[config.mk]
export PLATFORM = sky130hd
export DESIGN_NAME = cocktail_shaker_sorter
export DESIGN_NICKNAME = d
export VERILOG_FILES = /design/src/hw/rtl/csort_pkg.sv /design/src/hw/rtl/csort_ram.sv /design/src/hw/rtl/csort_seq.sv /design/src/hw/rtl/cocktail_shaker_sorter.sv
export SDC_FILE = /design/constraint.sdc
export NUM_CORES = 2
export LEC_CHECK = 0
export BUFFER_PORTS_ARGS = -buffer_cell sky130_fd_sc_hd__buf_4
export CAP_MARGIN = 25
export CORE_MARGIN = 5
export CORE_UTILIZATION = 53
export DETAILED_ROUTE_END_ITERATION = 12
export PLACE_DENSITY = 0.75
export SYNTH_ARGS = -nofsm -noshare
export SYNTH_HDL_FRONTEND = slang
export SYNTH_HIERARCHICAL = 1
export SYNTH_SLANG_ARGS = --single-unit
[constraint.sdc]
create_clock -name clk -period 9.7 [get_ports clk]
set_input_delay 1.455 -clock clk [delete_from_list [all_inputs] [get_ports clk]]
set_output_delay 1.455 -clock clk [all_outputs]
set_load 0.1 [all_outputs]
[src/hw/rtl/csort_pkg.sv]
// Shared constants, types and the compare function of the cocktail shaker sorter.
`default_nettype none

package csort_pkg;

  // Store geometry
  localparam int DEPTH   = 64;
  localparam int DATA_W  = 32;
  localparam int ADDR_W  = $clog2(DEPTH);
  localparam int CNT_W   = $clog2(DEPTH + 1);

  // Register port: byte address bit 2 selects the register word
  localparam int   PADDR_W              = 3;
  localparam logic REG_DESCENDING_ORDER = 1'b0;

  // Sequencer phase, seen by the top level
  typedef struct packed {
    logic loading;
    logic sorting;
    logic emitting;
  } seq_status_t;

  // True when the left value must move right of the right value
  function automatic logic out_of_order(input logic              desc,
                                        input logic [DATA_W-1:0] left,
                                        input logic [DATA_W-1:0] right);
    logic lt;
    logic gt;
    lt = $signed(left) < $signed(right);
    gt = $signed(left) > $signed(right);
    return desc ? lt : gt;
  endfunction

endpackage

`default_nettype wire

[src/hw/rtl/csort_ram.sv]
// Generic single-write, single-read synchronous RAM with registered read data.
`default_nettype none

module csort_ram #(
  parameter int WIDTH     = 32,
  parameter int NUM_WORDS = 64
) (
  input  logic                         clk,
  input  logic                         we,
  input  logic [$clog2(NUM_WORDS)-1:0] waddr,
  input  logic [WIDTH-1:0]             wdata,
  input  logic [$clog2(NUM_WORDS)-1:0] raddr,
  output logic [WIDTH-1:0]             rdata
);

  logic [WIDTH-1:0] mem [NUM_WORDS];

  // Write port
  always_ff @(posedge clk) begin
    if (we) begin
      mem[waddr] <= wdata;
    end
  end

  // Registered read port
  always_ff @(posedge clk) begin
    rdata <= mem[raddr];
  end

endmodule

`default_nettype wire

[src/hw/rtl/csort_seq.sv]
// Load, sort and unload sequencer; a sort pass walks the store one entry a cycle.
`default_nettype none

module csort_seq
  import csort_pkg::*;
(
  input  logic              clk,
  input  logic              rst,
  input  logic              descending_order,
  input  logic [DATA_W-1:0] value,
  input  logic              final_item,
  input  logic              in_valid,
  output logic              in_ready,
  output logic [DATA_W-1:0] sorted_value,
  output logic              end_of_set,
  output logic              overflow,
  output logic              out_valid,
  input  logic              out_ready,
  output seq_status_t       status
);

  localparam logic [2:0] S_LOAD  = 3'd0;
  localparam logic [2:0] S_PRIME = 3'd1;
  localparam logic [2:0] S_FIRST = 3'd2;
  localparam logic [2:0] S_STEP  = 3'd3;
  localparam logic [2:0] S_FLUSH = 3'd4;
  localparam logic [2:0] S_OREAD = 3'd5;
  localparam logic [2:0] S_OLOAD = 3'd6;
  localparam logic [2:0] S_OWAIT = 3'd7;

  logic [2:0]        state;
  logic [CNT_W-1:0]  count;
  logic [CNT_W-1:0]  count_next;
  logic [CNT_W-1:0]  set_size;
  logic [ADDR_W-1:0] idx;
  logic [ADDR_W-1:0] out_idx;
  logic [DATA_W-1:0] carry;
  logic              backward;
  logic              swap_seen;
  logic              dropped;
  logic              desc;

  logic              ram_we;
  logic [ADDR_W-1:0] ram_waddr;
  logic [DATA_W-1:0] ram_wdata;
  logic [ADDR_W-1:0] ram_raddr;
  logic [DATA_W-1:0] ram_rdata;

  logic              in_beat;
  logic              has_room;
  logic              swap;
  logic              pass_end;
  logic              out_last;
  logic [ADDR_W-1:0] last_addr;
  logic [ADDR_W-1:0] second_last;

  csort_ram #(
    .WIDTH     (DATA_W),
    .NUM_WORDS (DEPTH)
  ) u_store (
    .clk   (clk),
    .we    (ram_we),
    .waddr (ram_waddr),
    .wdata (ram_wdata),
    .raddr (ram_raddr),
    .rdata (ram_rdata)
  );

  assign in_ready    = (state == S_LOAD);
  assign in_beat     = in_valid && in_ready;
  assign has_room    = (count < CNT_W'(DEPTH));
  assign count_next  = has_room ? count + CNT_W'(1) : count;
  assign last_addr   = ADDR_W'(set_size - CNT_W'(1));
  assign second_last = ADDR_W'(set_size - CNT_W'(2));
  assign out_last    = ((CNT_W'(out_idx) + CNT_W'(1)) == set_size);

  // Compare the carried element with the one just read
  assign swap     = backward ? out_of_order(desc, ram_rdata, carry)
                             : out_of_order(desc, carry, ram_rdata);
  assign pass_end = backward ? (idx == '0)
                             : ((CNT_W'(idx) + CNT_W'(1)) == set_size);

  // Drive the store ports
  always_comb begin
    ram_we    = 1'b0;
    ram_waddr = idx;
    ram_wdata = carry;
    ram_raddr = idx;
    unique case (state)
      S_LOAD: begin
        ram_we    = in_beat && has_room;
        ram_waddr = ADDR_W'(count);
        ram_wdata = value;
      end
      S_PRIME: begin
        ram_raddr = '0;
      end
      S_FIRST: begin
        ram_raddr = ADDR_W'(1);
      end
      S_STEP: begin
        ram_we    = 1'b1;
        ram_waddr = backward ? idx + ADDR_W'(1) : idx - ADDR_W'(1);
        ram_wdata = swap ? ram_rdata : carry;
        ram_raddr = backward ? idx - ADDR_W'(1) : idx + ADDR_W'(1);
      end
      S_FLUSH: begin
        ram_we    = 1'b1;
        ram_waddr = backward ? '0 : last_addr;
        ram_wdata = carry;
        ram_raddr = backward ? ADDR_W'(1) : second_last;
      end
      S_OREAD, S_OLOAD, S_OWAIT: begin
        ram_raddr = out_idx;
      end
      default: begin
        ram_we = 1'b0;
      end
    endcase
  end

  // Advance the sequencer
  always_ff @(posedge clk) begin
    if (rst) begin
      state     <= S_LOAD;
      count     <= '0;
      set_size  <= '0;
      idx       <= '0;
      out_idx   <= '0;
      backward  <= 1'b0;
      swap_seen <= 1'b0;
      dropped   <= 1'b0;
      desc      <= 1'b0;
      out_valid <= 1'b0;
    end else begin
      unique case (state)
        S_LOAD: begin
          if (in_beat) begin
            count <= count_next;
            if (!has_room) begin
              dropped <= 1'b1;
            end
            if (final_item) begin
              set_size  <= count_next;
              desc      <= descending_order;
              out_idx   <= '0;
              backward  <= 1'b0;
              swap_seen <= 1'b0;
              state     <= (count_next < CNT_W'(2)) ? S_OREAD : S_PRIME;
            end
          end
        end
        S_PRIME: begin
          state <= S_FIRST;
        end
        S_FIRST: begin
          idx   <= ADDR_W'(1);
          state <= S_STEP;
        end
        S_STEP: begin
          if (swap) begin
            swap_seen <= 1'b1;
          end
          if (pass_end) begin
            state <= S_FLUSH;
          end else begin
            idx <= backward ? idx - ADDR_W'(1) : idx + ADDR_W'(1);
          end
        end
        S_FLUSH: begin
          swap_seen <= 1'b0;
          if (swap_seen) begin
            // turn around: the carried element stays as the new start
            backward <= !backward;
            idx      <= backward ? ADDR_W'(1) : second_last;
            state    <= S_STEP;
          end else begin
            backward <= 1'b0;
            out_idx  <= '0;
            state    <= S_OREAD;
          end
        end
        S_OREAD: begin
          state <= S_OLOAD;
        end
        S_OLOAD: begin
          out_valid <= 1'b1;
          state     <= S_OWAIT;
        end
        S_OWAIT: begin
          if (out_ready) begin
            out_valid <= 1'b0;
            if (out_last) begin
              count   <= '0;
              dropped <= 1'b0;
              state   <= S_LOAD;
            end else begin
              out_idx <= out_idx + ADDR_W'(1);
              state   <= S_OREAD;
            end
          end
        end
        default: begin
          state <= S_LOAD;
        end
      endcase
    end
  end

  // Hold the carried element and the result beat
  always_ff @(posedge clk) begin
    if (state == S_FIRST) begin
      carry <= ram_rdata;
    end else if (state == S_STEP && !swap) begin
      carry <= ram_rdata;
    end
    if (state == S_OLOAD) begin
      sorted_value <= ram_rdata;
      end_of_set   <= out_last;
      overflow     <= dropped;
    end
  end

  assign status.loading  = (state == S_LOAD);
  assign status.sorting  = (state == S_PRIME) || (state == S_FIRST) ||
                           (state == S_STEP)  || (state == S_FLUSH);
  assign status.emitting = (state == S_OREAD) || (state == S_OLOAD) ||
                           (state == S_OWAIT);

endmodule

`default_nettype wire

[src/hw/rtl/cocktail_shaker_sorter.sv]
// Cocktail shaker sorter: collects a set, sorts it in a RAM and streams it out.
//
// Input channel (value, final_item; in_valid/in_ready): one beat per element.
// Each beat is written to a 64-entry store; elements beyond 64 are dropped
// and the whole set then reports overflow. A beat with final_item set
// closes the set and starts the sort. in_ready is high only while loading.
// Sort: alternating forward and backward passes, each walking the store one
// entry per cycle through one RAM read port and one write port, with the
// moving element held in a register, plus a write-back step per pass, until
// a pass makes no swap. For n elements at most n passes run, after the
// S_PRIME and S_FIRST setup states.
// Output channel (sorted_value, end_of_set, overflow; out_valid/out_ready):
// one beat per element, each read, loaded and accepted before the next read;
// end_of_set marks the last beat. A stalled receiver simply holds the beat
// and the sequencer waits. After the last beat the block loads again.
// Configuration: APB register 0, bit 0 = descending_order, sampled when the
// final item arrives. Reset (rst, synchronous) empties the set, clears the
// flags and the register; the store itself is not cleared.
`default_nettype none

module cocktail_shaker_sorter
  import csort_pkg::*;
(
  input  logic                     clk,
  input  logic                     rst,
  input  logic                     psel,
  input  logic                     penable,
  input  logic                     pwrite,
  input  logic [PADDR_W-1:0]       paddr,
  input  logic [31:0]              pwdata,
  output logic [31:0]              prdata,
  output logic                     pready,
  input  logic signed [DATA_W-1:0] value,
  input  logic                     final_item,
  input  logic                     in_valid,
  output logic                     in_ready,
  output logic signed [DATA_W-1:0] sorted_value,
  output logic                     end_of_set,
  output logic                     overflow,
  output logic                     out_valid,
  input  logic                     out_ready
);

  logic        descending_order;
  logic        reg_hit;
  seq_status_t status;
  logic [DATA_W-1:0] sorted_bits;

  assign pready  = 1'b1;
  assign reg_hit = (paddr[2] == REG_DESCENDING_ORDER);

  // Register write
  always_ff @(posedge clk) begin
    if (rst) begin
      descending_order <= 1'b0;
    end else if (psel && penable && pwrite && pready && reg_hit) begin
      descending_order <= pwdata[0];
    end
  end

  // Register read
  assign prdata = reg_hit ? {31'd0, descending_order} : 32'd0;

  csort_seq u_seq (
    .clk              (clk),
    .rst              (rst),
    .descending_order (descending_order),
    .value            (value),
    .final_item       (final_item),
    .in_valid         (in_valid),
    .in_ready         (in_ready),
    .sorted_value     (sorted_bits),
    .end_of_set       (end_of_set),
    .overflow         (overflow),
    .out_valid        (out_valid),
    .out_ready        (out_ready),
    .status           (status)
  );

  assign sorted_value = $signed(sorted_bits);

  // Loading and unloading never overlap
  a_no_overlap: assert property (@(posedge clk) disable iff (rst)
    !(in_ready && out_valid))
    else $error("input and output open at the same time");

  // Nothing moves on either channel while sorting
  a_sort_quiet: assert property (@(posedge clk) disable iff (rst)
    status.sorting |-> (!in_ready && !out_valid))
    else $error("channel active during sort");

  // A closing input beat ends loading
  a_final_closes: assert property (@(posedge clk) disable iff (rst)
    (in_valid && in_ready && final_item) |=> !in_ready)
    else $error("still loading after final item");

  // The last result beat returns the block to loading
  a_last_reopens: assert property (@(posedge clk) disable iff (rst)
    (out_valid && out_ready && end_of_set) |=> (in_ready && !out_valid))
    else $error("not loading after last result");

endmodule

`default_nettype wire

# Yosys cells after proc, flatten, opt, wreduce, memory -nomap -nowiden

Memories as Yosys holds them, arrays and structs flattened. A register that Yosys moved wholly into a read port is not among the register bits.
Index checks and enable logic that the tools add are counted.

$lt $le $gt $ge: 6
Add/subtract/negate cells: 8
Multiplexer cells: 53
Bitwise gates (word level): 1
Equality and inequality tests: 20
Reduce and logical (&&, ||, !) cells: 28

Operator list:

| kind                                                                     | number |
|---|---|
| 32-bit 2-to-1 mux                                                        | 3 |
| 6-bit 2-to-1 mux                                                         | 11 |
| 32-bit greater-than comparator                                           | 2 |
| 32-bit less-than comparator                                              | 2 |
| 32-bit one-hot mux with 2 select lines                                   | 1 |
| 6-bit one-hot mux with 3 select lines                                    | 3 |
| 6-bit one-hot mux with 5 select lines                                    | 1 |
| 7-bit 2-to-1 mux                                                         | 4 |
| 3-bit one-hot mux with 8 select lines                                    | 1 |
| 3-bit 2-to-1 mux                                                         | 7 |
| 1-bit 2-to-1 mux                                                         | 16 |
| 6-bit by 1-bit adder with 7-bit output (second input constant)           | 2 |
| 7-bit == test                                                            | 2 |
| 2-bit inequality test (second input constant)                            | 7 |
| 7-bit one-hot mux with 2 select lines                                    | 1 |
| 6-bit by 1-bit adder with 6-bit output (second input constant)           | 2 |
| 3-bit == test (second input constant)                                    | 4 |
| 4-bit AND reduction                                                      | 3 |
| 6-bit by 1-bit subtractor with 6-bit output (second input constant)      | 2 |
| 3-bit AND reduction                                                      | 3 |
| 3-bit nonzero test                                                       | 3 |
| 2-bit by 1-bit inequality test with 1-bit output (second input constant) | 4 |
| 1-bit one-hot mux with 2 select lines                                    | 4 |
| 2-bit nonzero test                                                       | 4 |
| other kinds (17)                                                         | 24 |

RAM bits: 2048
Output and inout bits: 69
Logic and storage cells: 132
Register bits: 101
Memories kept: 1
Input bits: 75

Memories:

| name              | words | bits a word | rd ports | clocked after Yosys merged registers in | write ports | RTL line        | source |
|---|---|---|---|---|---|---|---|
| u_seq.u_store.mem | 64    | 32          | 1        | 1                                       | 1           | csort_ram.sv:16 | `logic [WIDTH-1:0] mem [NUM_WORDS];` |

# Logic depth before layout (Yosys ltp)

Depth in word-level cells: 7
Depth in mapped cells: 16
Mapped depth without buffers: 13

# Hierarchy

The synthesis kept the hierarchy.

By module, submodules not included:

| module                 | times used | area each (µm²) | cells each | seq. area each (µm²) |
|---|---|---|---|---|
| csort_ram              | 1          | 78515.3         | 3324       | 62139.6 |
| csort_seq              | 1          | 6459.9          | 713        | 2662.6 |
| cocktail_shaker_sorter | 1          | 309.0           | 40         | 20.0 |

# Least setup slack after synthesis

No wires, ideal clock.

Path kind: flip-flop to flip-flop
From: register u_seq.state[1]
To: memory u_seq.u_store.mem[48][0] (enable)
Cell stages (with the launch flop): 11
Data required time: 9.239 ns
Path slack: 4.083 ns
Arrival time: 5.156 ns
Path buffers: 4
Library setup time: 0.461 ns
Clock period less this slack: 5.617 ns
Cells stage by stage: dfxtp_1 clkbuf_1 or2_2 clkbuf_1 nor2_1 clkbuf_1 a222oi_1 o21ai_0 clkbuf_1 nand4b_1 nor3_1

Elaborated cells between the ends (all ways): 10
Classes of those cells: 2 x eq/ne; 4 x mux; 4 x reduce/logical

RTL lines:

| item                                  | RTL line                     | source |
|---|---|---|
| start: declaration                    | csort_seq.sv:31              | `logic [2:0] state;` |
| start signal: assignment              | csort_seq.sv:149             | `state <= (count_next < CNT_W'(2)) ? S_OREAD : S_PRIME;` |
| 3-bit zero test                       | csort_seq.sv:69              | `assign in_ready = (state == S_LOAD);` |
| net in_ready                          | cocktail_shaker_sorter.sv:36 | `output logic in_ready,` |
| 6-bit one-hot mux with 3 select lines | csort_seq.sv:89              | `unique case (state)` |
| net u_seq.ram_waddr[5]                | csort_seq.sv:44              | `logic [ADDR_W-1:0] ram_waddr;` |
| end: declaration                      | csort_ram.sv:16              |  |

The timed path passes the listed nets, and every way through them passes these cells.

# Final worst setup path

From: register u_seq.state[2]
To: memory u_seq.u_store.mem[22][29] (enable)

Elaborated cells between the ends (all ways): 10
Classes of those cells: 2 x eq/ne; 4 x mux; 4 x reduce/logical

RTL lines:

| item                                      | RTL line |
|---|---|
| 3-bit == test (tied with other cells)     | - |
| 6-bit one-hot mux with 3 select lines (*) | csort_seq.sv:89 |
| net u_seq.ram_waddr[2]                    | csort_seq.sv:44 |

The timed path passes the listed nets; every way through them passes the cells marked *.

==> impl_results.md <==
- Outcome: finished clean
- Pwr Density: roughly 350 mW/mm²
- Relative contribution of sequential cells to total power: between 40 and 50%
- Min cycle time layout: 5.89 ns
- Worst vdd ir: around 0.34 mV
- Synth Instances: roughly 4000
- Power, Total: about 34 mW
- Port Buffer Count: a little under 80
- Number of instances in the placed design: between 6000 and 7000
- Layout cells sized above 1: about a quarter
- Pin slew with the least headroom to its limit: a little over 1 ns
- Root buf cell: clkbuf_16
- Vias per inst: between 6 and 7
- FF-to-FF path depth: 11
- Number of design rule violations left after detail routing: 0
- Logic gate share of total power: a little over a third
- Clock tree skew after final layout: approximately 0.034 ns
- Starting density of the core: 53.2%
- Core footprint: 0.160 mm²
- Antenna violations before repair: 5
- Top cell family by delay on the critical path: simple AND/OR/NAND/NOR gates
- Worst Hold Path Cells: 0
- Final Routed Wirelength: 208 mm
- Share of the cycle needed by the critical path after routing: 60.7%
- Setup violations, final: 0
- Pre-CTS setup slack: 3.67 ns
- Data arrival, critical path: between 6 and 7 ns
- Critical Path End: u_seq/u_store/mem[22][29]$_DFFE_PP_
- Num Clock Sinks: ~2200
- Max Root-Sink Buffers: 3
- Levels on crit path: 11
- Path type of the worst min-delay path: reg2reg
- Post-layout utilization of the core: roughly three fifths
- Top cell by count, worst path: nor2_1
- Crit path setup slack, layout: 3.81 ns
- Post-CTS setup buffers: 0
- Mean cell area of the mapped netlist: roughly 21 µm²
- Drt wl/cell: 31.6 µm
- Max-capacitance violation count: 0
- Number of rows in the core area: 147
- Max Clock Freq: roughly 170 MHz
- Count of final hold-check violations: 0
- Source-to-sink clock delay at the later pin of the worst-skew pair: approximately 0.83 ns
- Gpl congestion: ~0.9
- Count of fill cells added during filler insertion: between 10000 and 15000
- Worst setup EP type: flop
- Die span in y: approximately 410 µm
- Vias after detailed routing: between 40000 and 50000
- Register-to-register setup slack: ~3.8 ns
- Count of H-tree levels built during CTS: 4
- Post-layout instance count excluding filler cells: 6594
- Final max-slew violation count: 0
- Total clock buffers created by CTS: around 200
- Critical path origin: u_seq/state[2]$_SDFFE_PP0P_
- Die Span X: around 400 µm
- Initial DRC count: between 5000 and 6000
- Global-route wire length before repair: 300 mm
- Antenna fix cells: 0
- Maximum fanout encountered on the critical timing path: 78
- Pin count of the biggest net entering global routing: approximately 110
- GRT Overall Usage: between 20% and 30%
- Critical Path Source Type: flop
- Via count of the first global-routing pass: ~43000
- Number of resized instances in the post-cts repair step: 0
- Clock transition at path regs: roughly 0.06 ns
- CTS Hold Bufs: 0
- Endpoint required time on the critical path: roughly 10 ns
- Reg-to-Reg Start: u_seq/state[2]$_SDFFE_PP0P_
- Floorplan die area: ~0.17 mm²
- Final total negative setup slack: 0 ns
- Worst slew margin relative to its limit: roughly a third
- Top-level port count: between 100 and 150
- Net count of the finished layout: ~4400
- DP Wirelength: 113 mm
- Switch Pwr: ~11 mW
- Clock network fraction of design power: 22.9%
- Leakage power: 29.6 nW
- ANT nets after route: 0
- Area of the mapped netlist: 0.0853 mm²
- Max incr delay on CP: a little over 0.9 ns
- Ys Warns: 6
- CTS tree: built
- Internal power of the cells: around 22 mW
- Sw frac: between 30% and 40%
- RSZ-0062 raised after global routing: no
- Initial DRT Pass Iterations: 5
- Crit-path cells: buf_4, inv_1, nand2_1, nor2_1, nor2_1, a21oi_1, nor2_1, a21oi_1, nand3_1, nor2_4, buf_4
- CP max-delay cell: nand3_1
- R2r endpoint: u_seq/u_store/mem[22][29]$_DFFE_PP_
- Crit path buffers/inverters: 3
- P&R area growth vs syn: 12.3%
- Overflow left after global routing: 0
- Setup Crit Path Kind: reg2reg
-- cell usage in the layout, fill, tap and decap left out, drive strengths merged, types with 6 or more instances in the layout --
| master | n |
|---|---|
| nand4 | 13 |
| a21oi | 106 |
| o21ai | 54 |
| a311oi | 9 |
| clkinv | 70 |
| bufinv | 14 |
| conb | 32 |
| and3 | 10 |
| inv | 51 |
| a22oi | 19 |
| o221ai | 28 |
| nand3b | 6 |
| o22ai | 85 |
| edfxtp | 2114 |
| a21o | 6 |
| nand2b | 9 |
| ha | 40 |
| nor2 | 191 |
| xnor2 | 23 |
| nand2 | 130 |
| buf | 227 |
| dfxtp | 67 |
| a211oi | 12 |
| or3 | 8 |
| nand3 | 25 |
| o32ai | 6 |
| a221o | 32 |
| xor2 | 17 |
| nor3 | 31 |
| clkbuf | 269 |
| mux4 | 544 |
| a31oi | 6 |
| mux2i | 104 |
| nor2b | 20 |
-- final cells by class --
cell class	count	area, µm²	area share [%]
Timing Repair Buffer	227	2080	2.17
Tap cell	2160	2700	2.82
Clock buffer	269	5460	5.70
Clock inverter	96	921	0.961
Multi-Input combinational cell	1618	19600	20.5
Sequential cell	2181	64800	67.7
Inverter	43	161	0.169
-- state kept, by name, summed over array words and instances, names as in the netlist --
name and flops:
u_seq/set_size 7, u_seq/out_idx 6, u_seq/desc 1, u_seq/swap_seen 1, u_seq/backward 1, u_seq/end_of_set 1, u_seq/sorted_value 32, u_seq/u_store/mem 2048
u_seq/overflow 1, u_seq/idx 6, u_seq/u_store/rdata 32, u_seq/dropped 1, u_seq/out_valid 1, u_seq/carry 32, u_seq/state 3, u_seq/count 7
descending_order 1
-- power groups by stage --
stage / Clock (mW) / Sequential [mW] / Combinational [mW]
after floorplan: 0 / 13.9 / 7.99
after CTS: 7.78 / 13.8 / 12.0
after global placement: 0 / 14.0 / 11.5
after detailed placement: 0 / 14.0 / 11.9
after global routing: 8.20 / 13.8 / 12.9
final: 7.69 / 13.8 / 12.2
-- per-stage QoR --
step                      area (µm²)  hold WS [ns]
after global placement         88900         0.459
final                          95800         0.488
after detailed placement       89100         0.464
after CTS                      95500         0.479
after floorplan                85400         0.432
after global routing           95800         0.498
-- layer usage --
layer / wire (µm) / up-vias / global-route usage (%)
li1: - / 17300 / -
met3: 24800 / 407 / 5.69
met1: 76500 / 22400 / 34.5
met2: 98200 / 2693 / 38.4
met4: 8550 / 2 / 9.12
met5: 13 / - / 0
-- how the worst min path moves through the flow --
stage	startpoint	endpoint	slack [ns]
CTS	u_seq/dropped$_SDFFE_PP0P_	u_seq/overflow$_DFFE_PP_	0.48
global route	u_seq/dropped$_SDFFE_PP0P_	u_seq/overflow$_DFFE_PP_	0.50
detailed placement	u_seq/dropped$_SDFFE_PP0P_	u_seq/overflow$_DFFE_PP_	0.46
finish	u_seq/dropped$_SDFFE_PP0P_	u_seq/overflow$_DFFE_PP_	0.49
global placement	u_seq/dropped$_SDFFE_PP0P_	u_seq/overflow$_DFFE_PP_	0.46
floorplan	u_seq/dropped$_SDFFE_PP0P_	u_seq/overflow$_DFFE_PP_	0.43
No activity file was read; power rests on OpenSTA's default activity.
